### src/sv/ghtc_pkg.sv
package ghtc_pkg;

    localparam int FRACTION_BITS_DEF = 4;

    // Fixed point width wide enough for 360 degrees at the default four fraction bits plus a rate step
    localparam int ANG_W    = 20;
    localparam int DIV_W    = 16;
    localparam int TIME_W   = 17;
    localparam int CFG_AW   = 4;
    localparam int CFG_DW   = 32;

    localparam logic [DIV_W-1:0]  DIVIDEND_MS = 16'd1000;
    localparam logic [15:0]       SHORT_GAP   = 16'd10;
    localparam logic [TIME_W-1:0] TIME_MAX    = 17'h1FFFF;

    localparam logic [12:0] TARGET_RST  = 13'd0;
    localparam logic [10:0] TOL_RST     = 11'd160;
    localparam logic [15:0] TIMEOUT_RST = 16'd30000;
    localparam logic [11:0] THR_RST     = 12'd16;

    localparam logic [1:0] REG_TARGET  = 2'd0;
    localparam logic [1:0] REG_TOL     = 2'd1;
    localparam logic [1:0] REG_TIMEOUT = 2'd2;
    localparam logic [1:0] REG_THR     = 2'd3;

    localparam logic OP_BEGIN  = 1'b0;
    localparam logic OP_SAMPLE = 1'b1;

    typedef enum logic [2:0] {
        KIND_IDLE    = 3'd0,
        KIND_TURNING = 3'd1,
        KIND_ARRIVED = 3'd2,
        KIND_TIMEOUT = 3'd3,
        KIND_SKIPPED = 3'd4
    } result_kind_t;

    typedef enum logic [2:0] {
        LATCH_NONE       = 3'd0,
        LATCH_RIGHT_FAR  = 3'd1,
        LATCH_LEFT_FAR   = 3'd2,
        LATCH_RIGHT_NEAR = 3'd3,
        LATCH_LEFT_NEAR  = 3'd4
    } latch_t;

    typedef enum logic [1:0] {
        BAND_100 = 2'd0,
        BAND_125 = 2'd1,
        BAND_150 = 2'd2
    } band_t;

    typedef enum logic [2:0] {
        ST_IDLE,
        ST_LOAD,
        ST_DIV1,
        ST_DIV2,
        ST_UPDATE,
        ST_FINISH
    } state_t;

    typedef struct packed {
        logic [12:0] target_heading;
        logic [10:0] arrive_tolerance;
        logic [15:0] turn_timeout_ms;
        logic [11:0] rate_threshold;
    } cfg_t;

    typedef struct packed {
        logic load;
        logic div_start;
        logic div_second;
        logic update;
        logic finish;
    } cmd_t;

    typedef struct packed {
        logic is_begin;
        logic is_short;
        logic over_thr;
        logic div_done;
        logic quot_zero;
        logic out_free;
    } status_t;

    function automatic logic signed [15:0] sat16(input logic signed [ANG_W-1:0] v);
        logic signed [15:0] r;
        if (v > ANG_W'(32767)) begin
            r = 16'sh7FFF;
        end
        else if (v < -ANG_W'(32768)) begin
            r = 16'sh8000;
        end
        else begin
            r = v[15:0];
        end
        return r;
    endfunction

endpackage

### src/sv/ghtc_if.sv
interface ghtc_sample_if;
    logic               valid;
    logic               ready;
    logic               operation;
    logic signed [15:0] gyro_rate;
    logic        [15:0] elapsed_ms;

    modport source (output valid, output operation, output gyro_rate, output elapsed_ms,
                    input ready);
    modport sink   (input valid, input operation, input gyro_rate, input elapsed_ms,
                    output ready);
endinterface

interface ghtc_result_if;
    logic               valid;
    logic               ready;
    logic        [2:0]  result_kind;
    logic signed [15:0] heading;
    logic               steer_right;
    logic        [1:0]  speed_band;

    modport source (output valid, output result_kind, output heading, output steer_right,
                    output speed_band, input ready);
    modport sink   (input valid, input result_kind, input heading, input steer_right,
                    input speed_band, output ready);
endinterface

### src/sv/ghtc_regs.sv
module ghtc_regs (
    input  logic                        clk,
    input  logic                        rst_n,
    input  logic                        psel,
    input  logic                        penable,
    input  logic                        pwrite,
    input  logic [ghtc_pkg::CFG_AW-1:0] paddr,
    input  logic [ghtc_pkg::CFG_DW-1:0] pwdata,
    output logic [ghtc_pkg::CFG_DW-1:0] prdata,
    output logic                        pready,
    output ghtc_pkg::cfg_t              cfg
);

    ghtc_pkg::cfg_t cfg_reg;
    ghtc_pkg::cfg_t cfg_next;
    logic           wr_en;
    logic [1:0]     idx;

    assign pready = 1'b1;
    assign wr_en  = psel && penable && pwrite;
    assign idx    = paddr[3:2];
    assign cfg    = cfg_reg;

    always_comb
    begin
        cfg_next = cfg_reg;
        if (wr_en)
        begin
            case (idx)
                ghtc_pkg::REG_TARGET:  cfg_next.target_heading   = pwdata[12:0];
                ghtc_pkg::REG_TOL:     cfg_next.arrive_tolerance = pwdata[10:0];
                ghtc_pkg::REG_TIMEOUT: cfg_next.turn_timeout_ms  = pwdata[15:0];
                ghtc_pkg::REG_THR:     cfg_next.rate_threshold   = pwdata[11:0];
                default: cfg_next = cfg_reg;
            endcase
        end
    end

    always_comb
    begin
        case (idx)
            ghtc_pkg::REG_TARGET:  prdata = {19'd0, cfg_reg.target_heading};
            ghtc_pkg::REG_TOL:     prdata = {21'd0, cfg_reg.arrive_tolerance};
            ghtc_pkg::REG_TIMEOUT: prdata = {16'd0, cfg_reg.turn_timeout_ms};
            ghtc_pkg::REG_THR:     prdata = {20'd0, cfg_reg.rate_threshold};
            default:               prdata = '0;
        endcase
    end

    always_ff @(posedge clk or negedge rst_n)
    begin
        if (!rst_n)
        begin
            cfg_reg.target_heading   <= ghtc_pkg::TARGET_RST;
            cfg_reg.arrive_tolerance <= ghtc_pkg::TOL_RST;
            cfg_reg.turn_timeout_ms  <= ghtc_pkg::TIMEOUT_RST;
            cfg_reg.rate_threshold   <= ghtc_pkg::THR_RST;
        end
        else
        begin
            cfg_reg <= cfg_next;
        end
    end

endmodule

### src/sv/ghtc_div.sv
module ghtc_div (
    input  logic                       clk,
    input  logic                       rst_n,
    input  logic                       start,
    input  logic [ghtc_pkg::DIV_W-1:0] dividend,
    input  logic [ghtc_pkg::DIV_W-1:0] divisor,
    output logic                       done,
    output logic [ghtc_pkg::DIV_W-1:0] quotient
);

    localparam int W     = ghtc_pkg::DIV_W;
    localparam int CNT_W = $clog2(W + 1);

    logic [W-1:0]     rem_reg, rem_next;
    logic [W-1:0]     quo_reg, quo_next;
    logic [W-1:0]     dvs_reg, dvs_next;
    logic [CNT_W-1:0] cnt_reg, cnt_next;
    logic             busy_reg, busy_next;
    logic             done_reg, done_next;
    logic [W:0]       trial;
    logic [W:0]       diff;

    assign trial    = {rem_reg, quo_reg[W-1]};
    assign diff     = trial - {1'b0, dvs_reg};
    assign done     = done_reg;
    assign quotient = quo_reg;

    always_comb
    begin
        rem_next  = rem_reg;
        quo_next  = quo_reg;
        dvs_next  = dvs_reg;
        cnt_next  = cnt_reg;
        busy_next = busy_reg;
        done_next = 1'b0;
        if (start)
        begin
            rem_next  = '0;
            quo_next  = dividend;
            dvs_next  = divisor;
            cnt_next  = CNT_W'(W);
            busy_next = 1'b1;
        end
        else if (busy_reg)
        begin
            // one restoring step: shift in the next dividend bit, subtract if it fits
            if (!diff[W])
            begin
                rem_next = diff[W-1:0];
                quo_next = {quo_reg[W-2:0], 1'b1};
            end
            else
            begin
                rem_next = trial[W-1:0];
                quo_next = {quo_reg[W-2:0], 1'b0};
            end
            cnt_next = cnt_reg - CNT_W'(1);
            if (cnt_reg == CNT_W'(1))
            begin
                busy_next = 1'b0;
                done_next = 1'b1;
            end
        end
    end

    always_ff @(posedge clk or negedge rst_n)
    begin
        if (!rst_n)
        begin
            busy_reg <= 1'b0;
            done_reg <= 1'b0;
            cnt_reg  <= '0;
        end
        else
        begin
            busy_reg <= busy_next;
            done_reg <= done_next;
            cnt_reg  <= cnt_next;
        end
    end

    always_ff @(posedge clk)
    begin
        rem_reg <= rem_next;
        quo_reg <= quo_next;
        dvs_reg <= dvs_next;
    end

endmodule

### src/sv/ghtc_datapath.sv
module ghtc_datapath #(
    parameter int FRACTION_BITS = ghtc_pkg::FRACTION_BITS_DEF
) (
    input  logic                clk,
    input  logic                rst_n,
    input  ghtc_pkg::cfg_t      cfg,
    input  ghtc_pkg::cmd_t      cmd,
    output ghtc_pkg::status_t   status,
    input  logic                operation,
    input  logic signed [15:0]  gyro_rate,
    input  logic        [15:0]  elapsed_ms,
    input  logic                out_ready,
    output logic                out_valid,
    output logic        [2:0]   result_kind,
    output logic signed [15:0]  heading,
    output logic                steer_right,
    output logic        [1:0]   speed_band
);

    localparam int AW = ghtc_pkg::ANG_W;
    localparam int TW = ghtc_pkg::TIME_W;
    localparam int DW = ghtc_pkg::DIV_W;

    localparam logic signed [AW-1:0] A360 = AW'(360 << FRACTION_BITS);
    localparam logic signed [AW-1:0] A359 = AW'(359 << FRACTION_BITS);
    localparam logic signed [AW-1:0] A180 = AW'(180 << FRACTION_BITS);
    localparam logic signed [AW-1:0] A350 = AW'(350 << FRACTION_BITS);
    localparam logic signed [AW-1:0] A340 = AW'(340 << FRACTION_BITS);
    localparam logic signed [AW-1:0] A20  = AW'(20 << FRACTION_BITS);
    localparam logic signed [AW-1:0] A10  = AW'(10 << FRACTION_BITS);
    localparam logic signed [15:0]   HEADING_RST = ghtc_pkg::sat16(A360);

    // captured item
    logic               op_reg;
    logic               neg_reg;
    logic [15:0]        mag_reg;
    logic [15:0]        gap_reg;

    // block state
    logic signed [15:0]     yaw_reg, yaw_next;
    logic signed [15:0]     heading_reg, heading_next;
    ghtc_pkg::latch_t       latch_reg, latch_next;
    logic                   active_reg, active_next;
    logic [TW-1:0]          tt_reg, tt_next;

    // result word
    logic                   out_valid_reg, out_valid_next;
    ghtc_pkg::result_kind_t kind_reg, kind_next;
    logic signed [15:0]     out_heading_reg;
    logic                   right_reg, right_next;
    ghtc_pkg::band_t        band_reg, band_next;

    logic [DW-1:0]          div_dividend, div_divisor, div_quot;
    logic                   div_done;

    logic signed [AW-1:0]   delta, yaw_sum, yaw_wrap;
    logic signed [AW-1:0]   hdg_w, diff, win_lo, win_hi;
    logic                   in_win;
    logic [TW:0]            tt_sum;
    logic [TW-1:0]          tt_sat;
    ghtc_pkg::latch_t       st_latch;
    logic                   st_right;
    ghtc_pkg::band_t        st_band;

    assign div_dividend = cmd.div_second ? mag_reg : ghtc_pkg::DIVIDEND_MS;
    assign div_divisor  = cmd.div_second ? div_quot : gap_reg;

    ghtc_div u_div (
        .clk      (clk),
        .rst_n    (rst_n),
        .start    (cmd.div_start),
        .dividend (div_dividend),
        .divisor  (div_divisor),
        .done     (div_done),
        .quotient (div_quot)
    );

    assign status.is_begin  = (op_reg == ghtc_pkg::OP_BEGIN);
    assign status.is_short  = (gap_reg <= ghtc_pkg::SHORT_GAP);
    assign status.over_thr  = (mag_reg > {4'd0, cfg.rate_threshold});
    assign status.div_done  = div_done;
    assign status.quot_zero = (div_quot == '0);
    assign status.out_free  = !out_valid_reg || out_ready;

    // yaw integration; below threshold adds nothing but still wraps
    always_comb
    begin
        if (status.over_thr)
        begin
            delta = neg_reg ? -$signed(AW'(div_quot)) : $signed(AW'(div_quot));
        end
        else
        begin
            delta = '0;
        end
        yaw_sum = AW'(yaw_reg) + delta;
        if (yaw_sum < 0)
        begin
            yaw_wrap = yaw_sum + A360;
        end
        else if (yaw_sum > A359)
        begin
            yaw_wrap = yaw_sum - A360;
        end
        else
        begin
            yaw_wrap = yaw_sum;
        end
        yaw_next     = yaw_reg;
        heading_next = heading_reg;
        if (cmd.update)
        begin
            yaw_next     = ghtc_pkg::sat16(yaw_wrap);
            heading_next = ghtc_pkg::sat16(A360 - AW'(yaw_next));
        end
    end

    assign hdg_w  = AW'(heading_reg);
    assign win_lo = $signed(AW'(cfg.target_heading)) - $signed(AW'(cfg.arrive_tolerance));
    assign win_hi = $signed(AW'(cfg.target_heading)) + $signed(AW'(cfg.arrive_tolerance));
    assign in_win = (hdg_w >= win_lo) && (hdg_w <= win_hi);
    assign diff   = hdg_w - $signed(AW'(cfg.target_heading));
    assign tt_sum = {1'b0, tt_reg} + (TW + 1)'(gap_reg);
    assign tt_sat = tt_sum[TW] ? ghtc_pkg::TIME_MAX : tt_sum[TW-1:0];

    // sticky shortest-direction choice
    always_comb
    begin
        st_latch = latch_reg;
        st_right = 1'b0;
        st_band  = ghtc_pkg::BAND_100;
        if (diff > A180 || latch_reg == ghtc_pkg::LATCH_RIGHT_FAR)
        begin
            st_latch = ghtc_pkg::LATCH_RIGHT_FAR;
            st_right = 1'b1;
            st_band  = (diff > A350) ? ghtc_pkg::BAND_150 :
                       (diff > A340) ? ghtc_pkg::BAND_125 : ghtc_pkg::BAND_100;
        end
        else if (diff < -A180 || latch_reg == ghtc_pkg::LATCH_LEFT_FAR)
        begin
            st_latch = ghtc_pkg::LATCH_LEFT_FAR;
            st_band  = (diff < -A350) ? ghtc_pkg::BAND_150 :
                       (diff < -A340) ? ghtc_pkg::BAND_125 : ghtc_pkg::BAND_100;
        end
        else if (diff < 0 || latch_reg == ghtc_pkg::LATCH_RIGHT_NEAR)
        begin
            st_latch = ghtc_pkg::LATCH_RIGHT_NEAR;
            st_right = 1'b1;
            st_band  = (diff > -A10) ? ghtc_pkg::BAND_150 :
                       (diff > -A20) ? ghtc_pkg::BAND_125 : ghtc_pkg::BAND_100;
        end
        else if (diff > 0 || latch_reg == ghtc_pkg::LATCH_LEFT_NEAR)
        begin
            st_latch = ghtc_pkg::LATCH_LEFT_NEAR;
            st_band  = (diff < A10) ? ghtc_pkg::BAND_150 :
                       (diff < A20) ? ghtc_pkg::BAND_125 : ghtc_pkg::BAND_100;
        end
    end

    always_comb
    begin
        latch_next     = latch_reg;
        active_next    = active_reg;
        tt_next        = tt_reg;
        kind_next      = kind_reg;
        right_next     = right_reg;
        band_next      = band_reg;
        out_valid_next = out_valid_reg && !out_ready;
        if (cmd.finish)
        begin
            out_valid_next = 1'b1;
            kind_next      = ghtc_pkg::KIND_IDLE;
            right_next     = 1'b0;
            band_next      = ghtc_pkg::BAND_100;
            if (status.is_begin)
            begin
                tt_next    = '0;
                latch_next = ghtc_pkg::LATCH_NONE;
                if (in_win)
                begin
                    active_next = 1'b0;
                    kind_next   = ghtc_pkg::KIND_ARRIVED;
                end
                else
                begin
                    active_next = 1'b1;
                    kind_next   = ghtc_pkg::KIND_TURNING;
                end
            end
            else if (status.is_short)
            begin
                kind_next = ghtc_pkg::KIND_SKIPPED;
            end
            else if (active_reg)
            begin
                tt_next = tt_sat;
                if (in_win)
                begin
                    active_next = 1'b0;
                    kind_next   = ghtc_pkg::KIND_ARRIVED;
                end
                else if (tt_sat >= TW'(cfg.turn_timeout_ms))
                begin
                    active_next = 1'b0;
                    kind_next   = ghtc_pkg::KIND_TIMEOUT;
                end
                else
                begin
                    kind_next  = ghtc_pkg::KIND_TURNING;
                    latch_next = st_latch;
                    right_next = st_right;
                    band_next  = st_band;
                end
            end
        end
    end

    always_ff @(posedge clk)
    begin
        if (cmd.load)
        begin
            op_reg  <= operation;
            neg_reg <= gyro_rate[15];
            mag_reg <= gyro_rate[15] ? 16'(-gyro_rate) : gyro_rate;
            gap_reg <= elapsed_ms;
        end
        if (cmd.finish)
        begin
            out_heading_reg <= heading_reg;
        end
        kind_reg  <= kind_next;
        right_reg <= right_next;
        band_reg  <= band_next;
    end

    always_ff @(posedge clk or negedge rst_n)
    begin
        if (!rst_n)
        begin
            yaw_reg       <= '0;
            heading_reg   <= HEADING_RST;
            latch_reg     <= ghtc_pkg::LATCH_NONE;
            active_reg    <= 1'b0;
            tt_reg        <= '0;
            out_valid_reg <= 1'b0;
        end
        else
        begin
            yaw_reg       <= yaw_next;
            heading_reg   <= heading_next;
            latch_reg     <= latch_next;
            active_reg    <= active_next;
            tt_reg        <= tt_next;
            out_valid_reg <= out_valid_next;
        end
    end

    assign out_valid   = out_valid_reg;
    assign result_kind = kind_reg;
    assign heading     = out_heading_reg;
    assign steer_right = right_reg;
    assign speed_band  = band_reg;

endmodule

### src/sv/ghtc_ctrl.sv
module ghtc_ctrl (
    input  logic              clk,
    input  logic              rst_n,
    input  logic              in_valid,
    output logic              in_ready,
    input  ghtc_pkg::status_t status,
    output ghtc_pkg::cmd_t    cmd
);

    ghtc_pkg::state_t state_reg, state_next;

    always_ff @(posedge clk or negedge rst_n)
    begin
        if (!rst_n)
        begin
            state_reg <= ghtc_pkg::ST_IDLE;
        end
        else
        begin
            state_reg <= state_next;
        end
    end

    always_comb
    begin
        state_next = state_reg;
        cmd        = '0;
        in_ready   = 1'b0;
        case (state_reg)
            ghtc_pkg::ST_IDLE:
            begin
                in_ready = 1'b1;
                if (in_valid)
                begin
                    cmd.load   = 1'b1;
                    state_next = ghtc_pkg::ST_LOAD;
                end
            end
            ghtc_pkg::ST_LOAD:
            begin
                if (status.is_begin || status.is_short)
                begin
                    state_next = ghtc_pkg::ST_FINISH;
                end
                else if (!status.over_thr)
                begin
                    state_next = ghtc_pkg::ST_UPDATE;
                end
                else
                begin
                    cmd.div_start = 1'b1;
                    state_next    = ghtc_pkg::ST_DIV1;
                end
            end
            ghtc_pkg::ST_DIV1:
            begin
                if (status.div_done)
                begin
                    if (status.quot_zero)
                    begin
                        // drop the yaw update, the sample still counts as turn time
                        state_next = ghtc_pkg::ST_FINISH;
                    end
                    else
                    begin
                        cmd.div_start  = 1'b1;
                        cmd.div_second = 1'b1;
                        state_next     = ghtc_pkg::ST_DIV2;
                    end
                end
            end
            ghtc_pkg::ST_DIV2:
            begin
                if (status.div_done)
                begin
                    state_next = ghtc_pkg::ST_UPDATE;
                end
            end
            ghtc_pkg::ST_UPDATE:
            begin
                cmd.update = 1'b1;
                state_next = ghtc_pkg::ST_FINISH;
            end
            ghtc_pkg::ST_FINISH:
            begin
                if (status.out_free)
                begin
                    cmd.finish = 1'b1;
                    state_next = ghtc_pkg::ST_IDLE;
                end
            end
            default:
            begin
                state_next = ghtc_pkg::ST_IDLE;
            end
        endcase
    end

endmodule

### src/sv/gyro_heading_turn_controller.sv
// Sequence: a begin item or a short-gap sample goes from LOAD straight to FINISH, a sample
// under the rate threshold passes through UPDATE, an over-threshold sample with a gap past
// one second stops after the first divider pass; a sample that integrates makes two 16-step
// passes through the shared restoring divider (1000/gap, then rate/quotient).
// One item at a time; the next is taken once the word is loaded and the control is back in IDLE.
// Reset (rst_n, async, active low): yaw 0, heading 360 degrees, no turn, registers at defaults.
module gyro_heading_turn_controller #(
    parameter int FRACTION_BITS = ghtc_pkg::FRACTION_BITS_DEF
) (
    input  logic                        clk,
    input  logic                        rst_n,
    ghtc_sample_if.sink                 sample_ch,
    ghtc_result_if.source               result_ch,
    input  logic                        psel,
    input  logic                        penable,
    input  logic                        pwrite,
    input  logic [ghtc_pkg::CFG_AW-1:0] paddr,
    input  logic [ghtc_pkg::CFG_DW-1:0] pwdata,
    output logic [ghtc_pkg::CFG_DW-1:0] prdata,
    output logic                        pready
);

    ghtc_pkg::cfg_t    cfg;
    ghtc_pkg::cmd_t    cmd;
    ghtc_pkg::status_t status;

    ghtc_regs u_regs (
        .clk     (clk),
        .rst_n   (rst_n),
        .psel    (psel),
        .penable (penable),
        .pwrite  (pwrite),
        .paddr   (paddr),
        .pwdata  (pwdata),
        .prdata  (prdata),
        .pready  (pready),
        .cfg     (cfg)
    );

    ghtc_ctrl u_ctrl (
        .clk      (clk),
        .rst_n    (rst_n),
        .in_valid (sample_ch.valid),
        .in_ready (sample_ch.ready),
        .status   (status),
        .cmd      (cmd)
    );

    ghtc_datapath #(
        .FRACTION_BITS (FRACTION_BITS)
    ) u_datapath (
        .clk         (clk),
        .rst_n       (rst_n),
        .cfg         (cfg),
        .cmd         (cmd),
        .status      (status),
        .operation   (sample_ch.operation),
        .gyro_rate   (sample_ch.gyro_rate),
        .elapsed_ms  (sample_ch.elapsed_ms),
        .out_ready   (result_ch.ready),
        .out_valid   (result_ch.valid),
        .result_kind (result_ch.result_kind),
        .heading     (result_ch.heading),
        .steer_right (result_ch.steer_right),
        .speed_band  (result_ch.speed_band)
    );

endmodule

### src/flat_wrapper.sv
// flat-port wrapper written by rule: the top's interface ports become plain ports
module gyro_heading_turn_controller_flat 
#(
    parameter int FRACTION_BITS = ghtc_pkg::FRACTION_BITS_DEF
)
  (clk, rst_n, psel, penable, pwrite, paddr, pwdata, prdata, pready, sample_ch_valid, sample_ch_operation, sample_ch_gyro_rate, sample_ch_elapsed_ms, sample_ch_ready, result_ch_valid, result_ch_result_kind, result_ch_heading, result_ch_steer_right, result_ch_speed_band, result_ch_ready);
  ghtc_sample_if sample_ch_i ();
  ghtc_result_if result_ch_i ();
  input  logic clk;
  input  logic rst_n;
  input  logic psel;
  input  logic penable;
  input  logic pwrite;
  input  logic [ghtc_pkg::CFG_AW-1:0] paddr;
  input  logic [ghtc_pkg::CFG_DW-1:0] pwdata;
  output logic [ghtc_pkg::CFG_DW-1:0] prdata;
  output logic pready;
  input wire logic [$bits(sample_ch_i.valid)-1:0] sample_ch_valid;
  input wire logic [$bits(sample_ch_i.operation)-1:0] sample_ch_operation;
  input wire logic [$bits(sample_ch_i.gyro_rate)-1:0] sample_ch_gyro_rate;
  input wire logic [$bits(sample_ch_i.elapsed_ms)-1:0] sample_ch_elapsed_ms;
  output wire logic [$bits(sample_ch_i.ready)-1:0] sample_ch_ready;
  output wire logic [$bits(result_ch_i.valid)-1:0] result_ch_valid;
  output wire logic [$bits(result_ch_i.result_kind)-1:0] result_ch_result_kind;
  output wire logic [$bits(result_ch_i.heading)-1:0] result_ch_heading;
  output wire logic [$bits(result_ch_i.steer_right)-1:0] result_ch_steer_right;
  output wire logic [$bits(result_ch_i.speed_band)-1:0] result_ch_speed_band;
  input wire logic [$bits(result_ch_i.ready)-1:0] result_ch_ready;
  assign sample_ch_i.valid = sample_ch_valid;
  assign sample_ch_i.operation = sample_ch_operation;
  assign sample_ch_i.gyro_rate = sample_ch_gyro_rate;
  assign sample_ch_i.elapsed_ms = sample_ch_elapsed_ms;
  assign sample_ch_ready = sample_ch_i.ready;
  assign result_ch_valid = result_ch_i.valid;
  assign result_ch_result_kind = result_ch_i.result_kind;
  assign result_ch_heading = result_ch_i.heading;
  assign result_ch_steer_right = result_ch_i.steer_right;
  assign result_ch_speed_band = result_ch_i.speed_band;
  assign result_ch_i.ready = result_ch_ready;
  gyro_heading_turn_controller #(.FRACTION_BITS(FRACTION_BITS)) u_core (.clk(clk), .rst_n(rst_n), .sample_ch(sample_ch_i), .result_ch(result_ch_i), .psel(psel), .penable(penable), .pwrite(pwrite), .paddr(paddr), .pwdata(pwdata), .prdata(prdata), .pready(pready));
endmodule
### config.mk
export PLATFORM = sky130hd
export DESIGN_NAME = gyro_heading_turn_controller_flat
export DESIGN_NICKNAME = d
export VERILOG_FILES = /design/src/sv/ghtc_pkg.sv /design/src/sv/ghtc_if.sv /design/src/sv/ghtc_regs.sv /design/src/sv/ghtc_div.sv /design/src/sv/ghtc_datapath.sv /design/src/sv/ghtc_ctrl.sv /design/src/sv/gyro_heading_turn_controller.sv /design/src/flat_wrapper.sv
export SDC_FILE = /design/constraint.sdc
export NUM_CORES = 1
export LEC_CHECK = 0
export BUFFER_PORTS_ARGS = -buffer_cell sky130_fd_sc_hd__buf_2
export CORE_MARGIN = 5
export CORE_UTILIZATION = 31
export DETAILED_ROUTE_END_ITERATION = 10
export GPL_TIMING_DRIVEN = 0
export PLACE_DENSITY = 0.57
export SYNTH_ARGS = -nofsm -noshare
export SYNTH_HDL_FRONTEND = slang
export SYNTH_SLANG_ARGS = --single-unit
### constraint.sdc
create_clock -name clk -period 8.25 [get_ports clk]
set_input_delay 0.4125 -clock clk [delete_from_list [all_inputs] [get_ports clk]]
set_output_delay 0.4125 -clock clk [all_outputs]
set_load 0.1 [all_outputs]
==> results of run 1 <==
## stage by stage
| step | instances | instance area [um2] |
|---|---|---|
| finish | 2754 | 19400 |
| global route | 2753 | 19400 |
| CTS | 2749 | 19300 |
| detailed placement | 2697 | 18400 |
| global placement | 2696 | 18400 |
| floorplan | 1905 | 17000 |
## routing by layer
| layer | wire [um] | vias up | track usage |
|---|---|---|---|
| li1 | - | 7146 | - |
| met1 | 23700 | 7206 | 0.231 |
| met2 | 23700 | 328 | 0.266 |
| met3 | 2480 | 68 | 0.0252 |
| met4 | 900 | 4 | 0.0305 |
| met5 | 21 | - | 0 |
## cell usage in the layout, fill, tap and decap left out, types with 32 or more instances in the layout
master,instances
nand2_1,200
o21ai_0,161
ha_1,150
nor2_1,134
inv_1,132
buf_2,103
dfrtp_1,102
a21oi_1,100
edfxtp_1,88
xnor2_1,64
clkbuf_1,53
o21a_1,37
xor2_1,35
nand3_1,34
nor2b_1,33
nor3_1,32
## how the worst min path moves through the flow
stage / start / endpoint / slack (ps) / cells past startpoint
after floorplan: rst_n / u_core.u_ctrl.state_reg[0] / 120 / 0
after global placement: u_core.u_datapath.tt_reg[0] / u_core.u_datapath.tt_reg[0] / 480 / 2
after detailed placement: rst_n / u_core.u_datapath.heading_reg[14] / 320 / 1
after CTS: sample_ch_elapsed_ms[6] / u_core.u_datapath.gap_reg[6] / 10 / 1
after global routing: sample_ch_elapsed_ms[11] / u_core.u_datapath.gap_reg[11] / 20 / 1
final: sample_ch_elapsed_ms[6] / u_core.u_datapath.gap_reg[6] / 40 / 1
## cell families after synthesis
group           Yosys count  synth area share
compound gates          553             0.220
xor+xnor                102            0.0546
fa+ha+maj               157             0.118
buf+inv                 221            0.0551
flops                   220             0.347
mux                      43            0.0344
other cells               2          0.000442
simple gates            592             0.170
## cell type report
type                       instances  area [um2]
fill                            5554       34600
clock inverter                    14         128
clock buffer                      35         716
antenna                            1        2.50
sequential                       220        5880
tap                              696         871
inverter                         134         503
timing repair buffer             104         572
buffer                            86         437
multi-input combinational       1464       10300
## timing repair
action,CTS,global route
pin swaps,1,2
buffers inserted,3,4
hold buffers,1,0
setup endpoints to repair,16,16
endpoints found under the hold margin,25,0
gates resized for setup,5,14
## worst reg2reg max path: cells and delay by family (launching register included)
family          cells  cell delay [ps]
compound gates     12             2570
xor+xnor            1              220
buf+inv             5              930
simple gates       11             2130
flops               1              450
fa+ha+maj           4             1290
==> impl_metrics.toml, run 1 <==
[run_status]
outcome = "complete, no violations"

[setup_path]
crit_end = "u_core.u_datapath.heading_reg[1]"
critPathKind = "reg -> reg"
crit_path_max_fanout = 10
r2r_start = "u_core.u_datapath.mag_reg[1]"
rr_endpoint = "u_core.u_datapath.heading_reg[1]"
cp_slowest_cell = "edfxtp_1"
cp.required_ps = 8710
startpoint_type = "flop"
crit_start = "u_core.u_datapath.mag_reg[1]"
cp.arrival_ps = 8150
critPathCaptureType = "flop"
ff2ff_path_depth = 33
worst-path-stages = 33
crit_family = "compound AO/OA/AOI/OAI gates"
path_buf_inv = 5
r2r_setup_slack_ps = 560
cp_slowest_stage_delay_ps = 450

[final_layout]
drive_above_1_share = 0.141
largest_reg_flops = 52
nets = 2270
synthToLayoutAreaGrowth_pct = 14.2
final_util = 0.359

[hold_path]
hold_path_class = "in -> reg"

[place]
gp_congestion = 0.891
io_buffers = 95
hpwl_um = 40600
dp_slack_ps = -845

[global_routing]
grt_use_total = 0.163
antenna_found_initial = 3
grt_pass1_wl_um = 79000
overflow = 0
grt_max_degree = 88
grt_pass1_vias = 14100

[clocking]
cts_tree = "built"
htree_levels = 1
numCtsBuffers = 27
cts_sinks = 220
ctsLongestPathBuffers = 3
clkLatencyLatePin_ps = 560
path_clk_slew_ps = 60
cts_root_buf = "clkbuf_16"

[synth]
synth_cells = 1890
synth_commonest_cells = "nand2_1, o21ai_0, ha_1"
ys.flop_type = "dfrtp_1"
syn_area_mm2 = 0.0170
yosysMostFrequentCell = "nand2_1"
ys_top_cells_by_area = "edfxtp_1, dfrtp_1, ha_1"
synth_cell_types = 105
ys_seq_area_frac = 0.347
yosysTopAreaCell = "edfxtp_1"
async_flop_share = 0.527
syn_area_per_cell_um2 = 8.98
synth_top_area_share = 0.156
synth_edf_count = 88
ys_warn_count = 0
synth-seq-cells = 220

[routing]
wl_um = 50900
drtIter0Drc = 960
num_vias = 14800
drtAntennaViolNets = 0
drcViolationCount = 0
routedWlPerCell_um = 18.5
firstDrtPassIters = 5
via_per_inst = 5.36

[floorplanning]
core_area_mm2 = 0.0540
dieArea_mm2 = 0.0595
start_util = 0.314
die_w_um = 244
row_count = 85
io_pins = 133
die_h_um = 244

[job]
max-cap-violations = 0

[timing]
tightest_slew_ps = 1200
hold_slack_ps = 39.3
fin_worst_skew_ps = 21.0
finalHoldViolCount = 0
drv_slew = 0
relSlewSlack = 0.190
layout_min_cycle_time_ps = 7690
setup_violations = 0
worst_slack_ps = 558
fin_setup_tns_ps = 0
fmax_ghz = 0.130
fin_crit_sh = 0.932
Power of run 1 is left out: the tool's default activity adds up to more than one toggle a clock period on the data nets, which glitch-free logic cannot reach.
==> run 2, diff against run 1 <==
Clock period 8.25 ns to 9.6 ns, I/O delays scaled along.
==> run 2 against run 1 <==
- sequential share of layout area rose by 0.18 points
- clock skew fell by 3.7 ps
- non-clock buffer count fell by 6
- register-to-register slack improved by 240 ps
- cell count fell by 0.22%
- critical path depth fell by 1
- utilization fell by 0.21 points
- sequential cell count did not move
- count of clock-buffer cells in the layout did not move
- global-route usage barely moved
- via count fell by 0.57%
- fmax fell by 13%
==> impl_metrics.toml, run 2 (synthesized netlist as in run 1, its figures left out) <==
[setup_path]
r2r_start = "u_core.u_datapath.mag_reg[1]"
critPathKind = "reg -> reg"
cp.required_ps = 10060
critPathCaptureType = "flop"
crit_path_max_fanout = 10
ff2ff_path_depth = 32
startpoint_type = "flop"
rr_endpoint = "u_core.u_datapath.heading_reg[1]"
cp_slowest_cell = "a2bb2oi_1"
cp_slowest_stage_delay_ps = 530
r2r_setup_slack_ps = 800
cp_common_cell = "ha_1"
crit_start = "u_core.u_datapath.mag_reg[1]"
cp.arrival_ps = 9270

[routing]
via_per_inst = 5.34
firstDrtPassIters = 5
routedWlPerCell_um = 18.4
drtAntennaViolNets = 0
wl_um = 50700
num_vias = 14700
drtIter0Drc = 907
drcViolationCount = 0

[floorplanning]
row_count = 85
dieArea_mm2 = 0.0595
core_area_mm2 = 0.0540
start_util = 0.314
die_w_um = 244
die_h_um = 244
io_pins = 133

[timing]
layout_min_cycle_time_ps = 8800
setup_violations = 0
rsz0062_at_grt = "false"
finalHoldViolCount = 0
fin_crit_sh = 0.917
relSlewSlack = 0.178
fmax_ghz = 0.114
fin_worst_skew_ps = 17.4
drv_slew = 0
fin_setup_tns_ps = 0
tightest_slew_ps = 1220

[final_layout]
drive_above_1_share = 0.133
largest_reg_flops = 52
multi_input_area_mm2 = 0.0102
nets = 2264
synthToLayoutAreaGrowth_pct = 13.6
fillers = 5561
seq_area_mm2 = 0.00588
layout_common_cells = "nand2_1, o21ai_0, ha_1"
layout_commonest_cell = "nand2_1"

[place]
io_buffers = 95
hpwl_um = 40600
gp_congestion = 0.891

[clocking]
cts_setup_buffers = 0
numCtsBuffers = 27
cts_sinks = 220
htree_levels = 1
cts_tree = "built"
path_clk_slew_ps = 60
clkLatencyLatePin_ps = 550
cts_root_buf = "clkbuf_16"
ctsLongestPathBuffers = 3

[hold_path]
hold_path_class = "in -> reg"
hp-start = "sample_ch_elapsed_ms[6]"
min_path_cells = 1
holdPathEnd = "u_core.u_datapath.gap_reg[6]"

[job]
max-cap-violations = 0

[global_routing]
grt_pass1_vias = 14100
grt_max_degree = 88
antenna_found_initial = 3
grt_use_total = 0.163
overflow = 0
grt_pass1_wl_um = 78900

[run_status]
outcome = "complete, no violations"
[run 2: changes by cell type in the layout (fill, tap and decap cells not counted), moves of 2 or more]
cell / before / now
a41oi_1: 0 / 2
a41oi_2: 2 / 0
buf_4: 26 / 19
clkbuf_1: 53 / 55
[run 2: stage by stage]
step / instance area, um2 / util / cells / hold WS (ps) / setup slack [ps]
final: 19300 / 0.357 / 2748 / 111 / 796
after global routing: 19300 / 0.357 / 2747 / 87.0 / 16.9
after CTS: 19300 / 0.357 / 2747 / 82.0 / 480
after detailed placement: 18400 / 0.341 / 2697 / 389 / 505
after global placement: 18400 / 0.340 / 2696 / 477 / 563
after floorplan: 17000 / - / 1905 / 184 / 2370
[run 2: final cells by class]
type                            count  share of cell area
Tap cell                          696              0.0452
Antenna cell                        1            0.000130
Inverter                          134              0.0261
Buffer                             87              0.0227
Sequential cell                   220               0.305
Clock inverter                     14             0.00662
Timing Repair Buffer               97              0.0269
Multi-Input combinational cell   1464               0.530
Clock buffer                       35              0.0371
[run 2: worst max path at each step]
stage | endpoint | slack [ps] | depth (start not counted)
2_1_floorplan | u_core.u_datapath.heading_reg[0] | 2370 | 34
3_3_place_gp | u_core.u_datapath.heading_reg[0] | 560 | 33
4_1_cts | u_core.u_datapath.heading_reg[1] | 480 | 33
3_5_place_dp | u_core.u_datapath.heading_reg[1] | 500 | 33
6_report | u_core.u_datapath.heading_reg[1] | 800 | 32
5_1_grt | u_core.u_datapath.heading_reg[1] | 20 | 32
[run 2: routing by layer]
metal / global-route usage / vias to the layer above / share of wire / routed length [um]
met2: 0.266 / 326 / 0.46 / 23500
met4: 0.0302 / 4 / 0.018 / 888
met1: 0.231 / 7141 / 0.47 / 23700
met3: 0.0261 / 64 / 0.049 / 2480
li1: - / 7133 / - / -
met5: 0 / - / 0.00041 / 21
[run 2: worst max-delay path: cells and delay by family (launching register included)]
| kind | cells | cell delay [ps] |
|---|---|---|
| flip-flops | 1 | 450 |
| buffers and inverters | 4 | 1170 |
| adder cells (fa/ha/maj) | 4 | 1390 |
| AO/OA/AOI/OAI | 14 | 3670 |
| AND/OR/NAND/NOR | 10 | 2040 |
[run 2: timing repair]
| item | CTS | global route |
|---|---|---|
| resized for setup | 0 | 3 |
| endpoints found under the hold margin | 25 | 0 |
| setup endpoints to repair | 0 | 16 |
| hold buffers | 1 | 0 |
Power of run 2 is left out for the same reason.
